File: src/hdl/rsp_pkg.sv
// Shared types and constants for the rectangle subtract pieces unit.
`timescale 1ns / 1ps

package rsp_pkg;

    // Result status codes
    typedef enum logic [1:0] {
        ST_UNTOUCHED = 2'd0,
        ST_ERASED    = 2'd1,
        ST_PIECE     = 2'd2
    } rsp_status_t;

    // Up to four remainder pieces per item
    localparam int NUM_PIECES = 4;

    // Edge slots inside one packed piece
    localparam int EDGE_L = 0;
    localparam int EDGE_R = 1;
    localparam int EDGE_B = 2;
    localparam int EDGE_T = 3;

    // Job queue between the classifier and the emitter
    localparam int QUEUE_DEPTH = 2;

    // Job header: what the emitter walks through
    typedef struct packed {
        rsp_status_t             status;
        logic [NUM_PIECES-1:0]   mask;
    } rsp_head_t;

endpackage

File: src/hdl/rsp_front.sv
// Classifier: overlap, eraser class and candidate remainder pieces for one item.
`timescale 1ns / 1ps

module rsp_front #(
    parameter int COORD_BITS = 16
) (
    input  logic signed [COORD_BITS-1:0]                          target_left,
    input  logic signed [COORD_BITS-1:0]                          target_right,
    input  logic signed [COORD_BITS-1:0]                          target_bottom,
    input  logic signed [COORD_BITS-1:0]                          target_top,
    input  logic signed [COORD_BITS-1:0]                          eraser_left,
    input  logic signed [COORD_BITS-1:0]                          eraser_right,
    input  logic signed [COORD_BITS-1:0]                          eraser_bottom,
    input  logic signed [COORD_BITS-1:0]                          eraser_top,
    output rsp_pkg::rsp_head_t                                    head,
    output logic [rsp_pkg::NUM_PIECES-1:0][3:0][COORD_BITS-1:0]   pieces
);
    import rsp_pkg::*;

    typedef enum logic [2:0] {
        CLS_LEFT,
        CLS_RIGHT,
        CLS_BOTTOM,
        CLS_TOP,
        CLS_INSIDE
    } cls_t;

    typedef logic [3:0][COORD_BITS-1:0] piece_t;

    logic signed [COORD_BITS-1:0] ov_l, ov_r, ov_b, ov_t;
    logic                         ov_empty, ov_whole;
    cls_t                         cls;
    piece_t [NUM_PIECES-1:0]      cand;
    logic   [NUM_PIECES-1:0]      pre;
    logic   [NUM_PIECES-1:0]      keep;

    function automatic piece_t mk(
        input logic [COORD_BITS-1:0] l,
        input logic [COORD_BITS-1:0] r,
        input logic [COORD_BITS-1:0] b,
        input logic [COORD_BITS-1:0] t
    );
        piece_t p;
        p         = '0;
        p[EDGE_L] = l;
        p[EDGE_R] = r;
        p[EDGE_B] = b;
        p[EDGE_T] = t;
        return p;
    endfunction

    // plain max/min overlap
    assign ov_l = (target_left   > eraser_left)   ? target_left   : eraser_left;
    assign ov_r = (target_right  < eraser_right)  ? target_right  : eraser_right;
    assign ov_b = (target_bottom > eraser_bottom) ? target_bottom : eraser_bottom;
    assign ov_t = (target_top    < eraser_top)    ? target_top    : eraser_top;

    assign ov_empty = (ov_r <= ov_l) || (ov_t <= ov_b);
    assign ov_whole = (ov_l == target_left) && (ov_r == target_right)
                   && (ov_b == target_bottom) && (ov_t == target_top);

    always_comb
    begin
        if (eraser_left <= target_left && eraser_right > target_left)
            cls = CLS_LEFT;
        else if (eraser_right >= target_right && eraser_left < target_right)
            cls = CLS_RIGHT;
        else if (eraser_bottom <= target_bottom && eraser_top > target_bottom)
            cls = CLS_BOTTOM;
        else if (eraser_top >= target_top && eraser_bottom < target_top)
            cls = CLS_TOP;
        else
            cls = CLS_INSIDE;
    end

    // candidate pieces in emission order
    always_comb
    begin
        cand = '0;
        pre  = '0;
        case (cls)
            CLS_LEFT:
            begin
                cand[0] = mk(ov_r, target_right, target_bottom, target_top);
                cand[1] = mk(target_left, ov_r, ov_t, target_top);
                cand[2] = mk(target_left, ov_r, target_bottom, ov_b);
                pre     = {1'b0, target_bottom < eraser_bottom,
                           target_top > eraser_top, target_right > eraser_right};
            end
            CLS_RIGHT:
            begin
                cand[0] = mk(target_left, ov_l, target_bottom, target_top);
                cand[1] = mk(ov_l, target_right, ov_t, target_top);
                cand[2] = mk(ov_l, target_right, target_bottom, ov_b);
                pre     = {1'b0, target_bottom < eraser_bottom,
                           target_top > eraser_top, target_left < eraser_left};
            end
            CLS_BOTTOM:
            begin
                cand[0] = mk(target_left, target_right, ov_t, target_top);
                cand[1] = mk(target_left, ov_l, target_bottom, ov_t);
                cand[2] = mk(ov_r, target_right, target_bottom, ov_t);
                pre     = {1'b0, target_right > eraser_right,
                           target_left < eraser_left, target_top > eraser_top};
            end
            CLS_TOP:
            begin
                cand[0] = mk(target_left, target_right, target_bottom, ov_b);
                cand[1] = mk(target_left, ov_l, ov_b, target_top);
                cand[2] = mk(ov_r, target_right, ov_b, target_top);
                pre     = {1'b0, target_right > eraser_right,
                           target_left < eraser_left, target_bottom < eraser_bottom};
            end
            default:
            begin
                cand[0] = mk(target_left, eraser_left, target_bottom, target_top);
                cand[1] = mk(eraser_right, target_right, target_bottom, target_top);
                cand[2] = mk(eraser_left, eraser_right, eraser_top, target_top);
                cand[3] = mk(eraser_left, eraser_right, target_bottom, eraser_bottom);
                pre     = '1;
            end
        endcase
    end

    // a piece is kept only with positive width and height
    always_comb
    begin
        for (int i = 0; i < NUM_PIECES; i++)
        begin
            keep[i] = pre[i]
                   && ($signed(cand[i][EDGE_R]) > $signed(cand[i][EDGE_L]))
                   && ($signed(cand[i][EDGE_T]) > $signed(cand[i][EDGE_B]));
        end
    end

    always_comb
    begin
        if (ov_empty)
        begin
            head.status = ST_UNTOUCHED;
            head.mask   = NUM_PIECES'(1);
            pieces      = '0;
        end
        else if (ov_whole || keep == '0)
        begin
            head.status = ST_ERASED;
            head.mask   = NUM_PIECES'(1);
            pieces      = '0;
        end
        else
        begin
            head.status = ST_PIECE;
            head.mask   = keep;
            pieces      = cand;
        end
    end

endmodule

File: src/hdl/rsp_queue.sv
// Short job queue between classifier and emitter.
`timescale 1ns / 1ps

module rsp_queue #(
    parameter int WIDTH = 8,
    parameter int DEPTH = 2
) (
    input  logic             clk,
    input  logic             rst_n,
    input  logic             push,
    input  logic [WIDTH-1:0] wr_data,
    output logic             full,
    input  logic             pop,
    output logic [WIDTH-1:0] rd_data,
    output logic             empty
);
    localparam int PTR_W = (DEPTH > 1) ? $clog2(DEPTH) : 1;
    localparam int CNT_W = $clog2(DEPTH + 1);

    logic [WIDTH-1:0] store_reg [DEPTH];
    logic [PTR_W-1:0] wr_ptr_reg, rd_ptr_reg;
    logic [CNT_W-1:0] count_reg;
    logic             do_push, do_pop;

    assign full    = (count_reg == CNT_W'(DEPTH));
    assign empty   = (count_reg == '0);
    assign do_push = push && !full;
    assign do_pop  = pop && !empty;
    assign rd_data = store_reg[rd_ptr_reg];

    always_ff @(posedge clk)
    begin
        if (do_push)
            store_reg[wr_ptr_reg] <= wr_data;
    end

    always_ff @(posedge clk or negedge rst_n)
    begin
        if (!rst_n)
        begin
            wr_ptr_reg <= '0;
            rd_ptr_reg <= '0;
            count_reg  <= '0;
        end
        else
        begin
            if (do_push)
                wr_ptr_reg <= (wr_ptr_reg == PTR_W'(DEPTH - 1)) ? '0 : wr_ptr_reg + 1'b1;
            if (do_pop)
                rd_ptr_reg <= (rd_ptr_reg == PTR_W'(DEPTH - 1)) ? '0 : rd_ptr_reg + 1'b1;
            if (do_push && !do_pop)
                count_reg <= count_reg + 1'b1;
            else if (do_pop && !do_push)
                count_reg <= count_reg - 1'b1;
        end
    end

endmodule

File: src/hdl/rsp_back.sv
// Emitter: walks a job's piece mask and drives one result beat per cycle while its output register is free.
`timescale 1ns / 1ps

module rsp_back #(
    parameter int COORD_BITS = 16
) (
    input  logic                                                  clk,
    input  logic                                                  rst_n,
    input  rsp_pkg::rsp_head_t                                    job_head,
    input  logic [rsp_pkg::NUM_PIECES-1:0][3:0][COORD_BITS-1:0]   job_pieces,
    input  logic                                                  job_empty,
    output logic                                                  job_pop,
    output logic                                                  empty,
    input  logic                                                  pop,
    output logic [1:0]                                            status,
    output logic signed [COORD_BITS-1:0]                          piece_left,
    output logic signed [COORD_BITS-1:0]                          piece_right,
    output logic signed [COORD_BITS-1:0]                          piece_bottom,
    output logic signed [COORD_BITS-1:0]                          piece_top,
    output logic                                                  last
);
    import rsp_pkg::*;

    localparam int SEL_W = $clog2(NUM_PIECES);

    rsp_head_t                                   cur_reg, cur_next;
    logic [NUM_PIECES-1:0][3:0][COORD_BITS-1:0]  cur_pieces_reg;
    logic                                        out_valid_reg;
    rsp_status_t                                 out_status_reg;
    logic [3:0][COORD_BITS-1:0]                  out_piece_reg;
    logic                                        out_last_reg;

    logic [SEL_W-1:0]      sel;
    logic [NUM_PIECES-1:0] rem;
    logic                  out_free, emit, job_done;

    // lowest pending piece
    always_comb
    begin
        sel = '0;
        for (int i = NUM_PIECES - 1; i >= 0; i--)
        begin
            if (cur_reg.mask[i])
                sel = SEL_W'(i);
        end
    end

    assign rem      = cur_reg.mask & ~(NUM_PIECES'(1) << sel);
    assign out_free = !out_valid_reg || pop;
    assign emit     = out_free && (cur_reg.mask != '0);
    assign job_done = (cur_reg.mask == '0) || (emit && rem == '0);
    assign job_pop  = job_done && !job_empty;

    always_comb
    begin
        cur_next = cur_reg;
        if (job_pop)
            cur_next = job_head;
        else if (emit)
            cur_next.mask = rem;
    end

    always_ff @(posedge clk)
    begin
        if (job_pop)
            cur_pieces_reg <= job_pieces;
        if (emit)
        begin
            out_status_reg <= cur_reg.status;
            out_piece_reg  <= cur_pieces_reg[sel];
            out_last_reg   <= (rem == '0);
        end
    end

    always_ff @(posedge clk or negedge rst_n)
    begin
        if (!rst_n)
        begin
            cur_reg       <= '{status: ST_UNTOUCHED, mask: '0};
            out_valid_reg <= 1'b0;
        end
        else
        begin
            cur_reg <= cur_next;
            if (emit)
                out_valid_reg <= 1'b1;
            else if (pop)
                out_valid_reg <= 1'b0;
        end
    end

    assign empty        = !out_valid_reg;
    assign status       = out_status_reg;
    assign piece_left   = out_piece_reg[EDGE_L];
    assign piece_right  = out_piece_reg[EDGE_R];
    assign piece_bottom = out_piece_reg[EDGE_B];
    assign piece_top    = out_piece_reg[EDGE_T];
    assign last         = out_last_reg;

endmodule

File: src/hdl/rectangle_subtract_pieces_unit.sv
// Top level of the rectangle subtract pieces unit: classifier, job queue, emitter.
`timescale 1ns / 1ps

// Removes an axis-aligned eraser rectangle from a target rectangle (edges
// left/right/bottom/top, y up, two's complement) and returns the remainder.
// Each input beat produces one or more result beats; the final one of an
// item has last set. An empty overlap yields a single untouched beat, an
// overlap covering the whole target a single fully-erased beat (both with
// zeroed piece fields); otherwise one piece beat per non-empty remainder
// piece, up to four, in a fixed order per eraser class (left, right,
// bottom, top, inside). The classifier works on the input beat in the
// cycle it is pushed and drops a job into a two-entry queue; the emitter
// sends one result beat per cycle from its output register while the
// receiver pops or the register is empty; an item holds the emitter until
// its last beat is sent, and single-beat items stream at one per cycle
// under that condition. On an idle unit the first result beat goes through
// the queue, the emitter's job register and the output register. full rises
// only when the job queue holds two jobs the emitter has not reached yet;
// empty is the inverse of the output register's valid.
module rectangle_subtract_pieces_unit #(
    parameter int COORD_BITS = 16
) (
    input  logic                          clk,
    input  logic                          rst_n,
    input  logic                          push,
    output logic                          full,
    input  logic signed [COORD_BITS-1:0]  target_left,
    input  logic signed [COORD_BITS-1:0]  target_right,
    input  logic signed [COORD_BITS-1:0]  target_bottom,
    input  logic signed [COORD_BITS-1:0]  target_top,
    input  logic signed [COORD_BITS-1:0]  eraser_left,
    input  logic signed [COORD_BITS-1:0]  eraser_right,
    input  logic signed [COORD_BITS-1:0]  eraser_bottom,
    input  logic signed [COORD_BITS-1:0]  eraser_top,
    output logic                          empty,
    input  logic                          pop,
    output logic [1:0]                    status,
    output logic signed [COORD_BITS-1:0]  piece_left,
    output logic signed [COORD_BITS-1:0]  piece_right,
    output logic signed [COORD_BITS-1:0]  piece_bottom,
    output logic signed [COORD_BITS-1:0]  piece_top,
    output logic                          last
);
    import rsp_pkg::*;

    localparam int PIECES_W = NUM_PIECES * 4 * COORD_BITS;
    localparam int JOB_W    = $bits(rsp_head_t) + PIECES_W;

    rsp_head_t                                   fr_head, q_head;
    logic [NUM_PIECES-1:0][3:0][COORD_BITS-1:0]  fr_pieces, q_pieces;
    logic [JOB_W-1:0]                            q_rd_data;
    logic                                        q_empty, q_pop;

    // classify the incoming beat
    rsp_front #(
        .COORD_BITS (COORD_BITS)
    ) u_front (
        .target_left   (target_left),
        .target_right  (target_right),
        .target_bottom (target_bottom),
        .target_top    (target_top),
        .eraser_left   (eraser_left),
        .eraser_right  (eraser_right),
        .eraser_bottom (eraser_bottom),
        .eraser_top    (eraser_top),
        .head          (fr_head),
        .pieces        (fr_pieces)
    );

    // decouples classifier from emitter
    rsp_queue #(
        .WIDTH (JOB_W),
        .DEPTH (QUEUE_DEPTH)
    ) u_queue (
        .clk     (clk),
        .rst_n   (rst_n),
        .push    (push),
        .wr_data ({fr_head, fr_pieces}),
        .full    (full),
        .pop     (q_pop),
        .rd_data (q_rd_data),
        .empty   (q_empty)
    );

    assign q_head   = q_rd_data[JOB_W-1 -: $bits(rsp_head_t)];
    assign q_pieces = q_rd_data[PIECES_W-1:0];

    // one result beat per cycle while the output register is free
    rsp_back #(
        .COORD_BITS (COORD_BITS)
    ) u_back (
        .clk          (clk),
        .rst_n        (rst_n),
        .job_head     (q_head),
        .job_pieces   (q_pieces),
        .job_empty    (q_empty),
        .job_pop      (q_pop),
        .empty        (empty),
        .pop          (pop),
        .status       (status),
        .piece_left   (piece_left),
        .piece_right  (piece_right),
        .piece_bottom (piece_bottom),
        .piece_top    (piece_top),
        .last         (last)
    );

    // untouched and erased beats stand alone
    a_single_beat: assert property (@(posedge clk) disable iff (!rst_n)
        (!empty && status != ST_PIECE) |-> last)
        else $error("non-piece result without last");

    // untouched and erased beats carry zero geometry
    a_zero_fields: assert property (@(posedge clk) disable iff (!rst_n)
        (!empty && status != ST_PIECE) |->
        (piece_left == '0 && piece_right == '0 && piece_bottom == '0 && piece_top == '0))
        else $error("non-piece result with nonzero fields");

    // every emitted piece has positive area
    a_piece_area: assert property (@(posedge clk) disable iff (!rst_n)
        (!empty && status == ST_PIECE) |->
        (piece_right > piece_left && piece_top > piece_bottom))
        else $error("degenerate piece emitted");

    // status never carries the unused code
    a_status_code: assert property (@(posedge clk) disable iff (!rst_n)
        !empty |-> (status == ST_UNTOUCHED || status == ST_ERASED || status == ST_PIECE))
        else $error("bad status code");

endmodule

File: config.mk
export PLATFORM = sky130hd
export DESIGN_NAME = rectangle_subtract_pieces_unit
export DESIGN_NICKNAME = d
export VERILOG_FILES = /design/src/hdl/rsp_pkg.sv /design/src/hdl/rsp_front.sv /design/src/hdl/rsp_queue.sv /design/src/hdl/rsp_back.sv /design/src/hdl/rectangle_subtract_pieces_unit.sv
export SDC_FILE = /design/constraint.sdc
export NUM_CORES = 2
export LEC_CHECK = 0
export BUFFER_PORTS_ARGS = -buffer_cell sky130_fd_sc_hd__buf_2
export CAP_MARGIN = 20
export CORE_MARGIN = 4
export CORE_UTILIZATION = 63
export DETAILED_ROUTE_END_ITERATION = 12
export GPL_TIMING_DRIVEN = 0
export PLACE_DENSITY = 0.88
export SLEW_MARGIN = 20
export SYNTH_ARGS = -nofsm -noshare
export SYNTH_HDL_FRONTEND = slang
export SYNTH_SLANG_ARGS = --single-unit
File: constraint.sdc
create_clock -name clk -period 14.7 [get_ports clk]
set_input_delay 1.47 -clock clk [delete_from_list [all_inputs] [get_ports clk]]
set_output_delay 1.47 -clock clk [all_outputs]
set_load 0.01 [all_outputs]
==> results.cfg <==
[status]
outcome = finished clean

[clock_tree]
root_buffer = clkbuf_16
htreeDepth = 3
clkTransAtPathRegs_ns = 0.06
cts_buffer_depth = 3
cts_tree = yes
post-cts-setup-buffer-count = 0
cts_hold_buf = 0
clkLatencyLatePin_ns = 0.68
cts_resized = 0
cts.sinks = 858
cts_made_buffers = 81

[timing]
rsz0062_at_grt = false
relSlewSlack_pct = 13.6
finalHoldViolations = 0
holdWs_ns = 0.489
drv_slew = 0
min_period_ns = 9.74
setup_violations = 0
tightest_slew_ns = 1.28
period_share_pct = 66.3
clock.fmax_ghz = 0.103
fin_skew_ns = 0.0244

[floorplan]
dieWidth_um = 277
ios = 201
die-area_mm2 = 0.0770
start_util_pct = 63.8
core_area_mm2 = 0.0717
die_h_um = 277
row_count = 98

[grt]
grt_usage_pct = 45.3
grt_overflow = 0
grt_max_degree = 99
grt_pass1_wl_um = 251000
antenna_found_initial = 13
grt_pass1_vias = 34300

[critical_path]
reg2reg_depth = 9
crit_arrival_ns = 10.07
critPathSlowestCell = nor4_1
timing.critical_path.slowest_cell_delay_ns = 0.96
start_kind = primary input
crit_fanout = 10
reg2reg_slack_ns = 10.51
worst_r2r_endpoint = u_back.cur_pieces_reg[62]$_DFFE_PP_
crit_type = in2reg
rr_startpoint = u_back.cur_reg[0]$_DFFE_PN0P_
crit_chain = buf_2, inv_1, ha_1, nand4_1, nor4_1, a311o_1, and4_1, buf_2, o21ai_2, clkbuf_1, o311ai_1, ha_1, nand4_1, nor2_1, nand3_1, nor4_1, or3_1, xor2_1, a2111oi_0, o211ai_1, and3_4, buf_6, buf_6, a2111oi_2
cp.required_ns = 15.03
end_kind = register

[logic_synthesis]
async_flop_share_pct = 1.28
netlist_area_mm2 = 0.0457
netlist_instances = 3598
ys_types = 85
synth.most_common_cell = edfxtp_1
synthDominantCellAreaShare_pct = 55.6
syn-num-nets = 4017
synth_largest_area_cell = edfxtp_1
ys_ff_latch = 858
yosys-top-cells-count = 847 x edfxtp_1, 375 x a21oi_1, 287 x ha_1, 258 x mux2_2, 251 x nand2_1
synth_seq_area_share_pct = 56.2
ys.flop_type = edfxtp_1
synthTopCellsByArea = edfxtp_1 56%, ha_1 7.9%, mux2_2 6.4%
ys_warn_count = 0
syn_area_per_cell_um2 = 12.7
synth-edff-count = 847

[min_path]
min_to = u_back.status[0]$_DFFE_PP_
min-delay-path-class = reg2reg
hp-start = u_back.cur_reg[4]$_DFFE_PN0P_
min_path_cells = 0

[routing]
dr.pass1.iters = 9
drc = 0
routed_wl_um = 178000
routedWlPerCell_um = 36.2
vias_per_cell = 7.26
drt_iter0_drc = 6059
dr_total_vias = 35800
detail-route-antenna-nets = 0

[finish]
drive_gt1_share_pct = 20.2
largest_reg_flops = 524
nets = 4324
area_delta_synth_final_pct = 12.0
multi_input_area_mm2 = 0.0184
nFillCells = 4490
regArea_mm2 = 0.0257

[power]
leakage_nw = 19.4
power.total_mw = 12.3
peakVddDrop_mv = 0.432
powerDensity_mw_per_mm2 = 240

[place]
port_buffers = 200
dp_hpwl_um = 129000
gp_congestion = 1.10

[job]
cap_violations = 0
-- worst max-delay path by stage --
stage                                                endpoint  slack (ns)            from  cells after the start
after floorplan             u_queue.store_reg[0][0]$_DFFE_PP_        1.40            push                      2
after global placement      u_queue.store_reg[0][9]$_DFFE_PP_       -5.28            push                      3
after detailed placement   u_queue.store_reg[1][77]$_DFFE_PP_        4.51  eraser_top[14]                     25
after CTS                  u_queue.store_reg[0][77]$_DFFE_PP_        5.12  eraser_top[14]                     25
after global routing       u_queue.store_reg[0][77]$_DFFE_PP_        5.06  eraser_top[15]                     25
final                     u_queue.store_reg[0][161]$_DFFE_PP_        4.96  eraser_top[15]                     24
-- layout by cell type (no fill, tap or decap), drive strengths merged, types with 9 or more instances in the layout --
| cell | Yosys | layout |
|---|---|---|
| o211ai | 20 | 20 |
| nand4 | 57 | 57 |
| a2111oi | 24 | 24 |
| mux2i | 89 | 89 |
| o21a | 30 | 30 |
| o2bb2ai | 16 | 16 |
| o311ai | 15 | 15 |
| a21boi | 20 | 20 |
| clkinv | 0 | 24 |
| nor2b | 16 | 16 |
| xnor2 | 42 | 42 |
| a221oi | 9 | 9 |
| and3 | 12 | 12 |
| mux2 | 258 | 258 |
| a21oi | 377 | 377 |
| clkbuf | 96 | 200 |
| ha | 287 | 287 |
| nand2b | 66 | 66 |
| nand3 | 74 | 74 |
| nor4 | 10 | 10 |
| a211oi | 25 | 25 |
| xor2 | 20 | 20 |
| nor2 | 192 | 192 |
| nor3 | 102 | 102 |
| o22ai | 26 | 26 |
| inv | 154 | 159 |
| mux4 | 64 | 64 |
| a2bb2oi | 33 | 33 |
| buf | 120 | 340 |
| o21ai | 94 | 94 |
| nand2 | 251 | 251 |
| o31ai | 19 | 19 |
| edfxtp | 847 | 847 |
| diode | 0 | 10 |
| bufinv | 0 | 10 |
| a21o | 35 | 35 |
| dfrtp | 11 | 11 |
| o211a | 15 | 15 |
-- area by class of cell --
cell class / count / share of cell area (%)
clock buffer: 100 / 4.14
tap: 950 / 2.32
buffer: 216 / 2.07
timing repair buffer: 224 / 2.98
clock inverter: 42 / 1.14
sequential: 858 / 50.2
inverter: 154 / 1.14
antenna: 10 / 0.0488
multi-input combinational: 2370 / 36.0
-- stage by stage --
| stage | worst slack, ns | utilization (%) | setup TNS (ns) | instances | instance area [µm²] |
|---|---|---|---|---|---|
| CTS | 5.12 | 71.4 | 0 | 4913 | 51200 |
| global route | 5.06 | 71.4 | 0 | 4917 | 51200 |
| detailed placement | 4.51 | 67.6 | 0 | 4771 | 48500 |
| floorplan | 1.40 | - | 0 | 3598 | 45700 |
| global placement | -5.28 | 66.8 | -1368.15 | 4748 | 47900 |
| finish | 4.96 | 71.4 | 0 | 4924 | 51200 |
-- worst max-delay path: cells and delay by family --
kind                       cells  cell delay (ns)
xor gates and xnor gates       1             0.17
AOI/OAI and AO/OA              6             3.61
adders and majority gates      2             0.55
buffers and inverters          6             1.16
and+or+nand+nor                9             3.07
-- report_power, final --
part	switching, mW	total, mW	internal (mW)
Combinational	3.71	5.45	1.74
Sequential	0.391	4.65	4.26
Clock	0.988	2.20	1.22
Total	5.09	12.3	7.22
-- cells by family (layout without fill, tap and decap cells) --
logic type                 after synthesis  after routing  synth area share, %
buffers and inverters                  370            736                 3.56
adders and majority gates              288            288                 7.87
DFF                                    858            858                 56.2
and+or+nand+nor                        810            810                 8.37
AOI/OAI and AO/OA                      799            799                 11.3
muxes                                  411            411                 11.5
xor gates and xnor gates                62             62                 1.19
other                                    0             10                    0
-- layer usage --
layer / up-vias / global-route usage [%] / share of wire [%]
met5: - / 0 / 0.017
met4: 6 / 19.6 / 5.8
met3: 719 / 15.8 / 15
met2: 3506 / 65.5 / 42
met1: 17100 / 62.8 / 37
li1: 14400 / - / -
(Power assumes the default switching activity.)
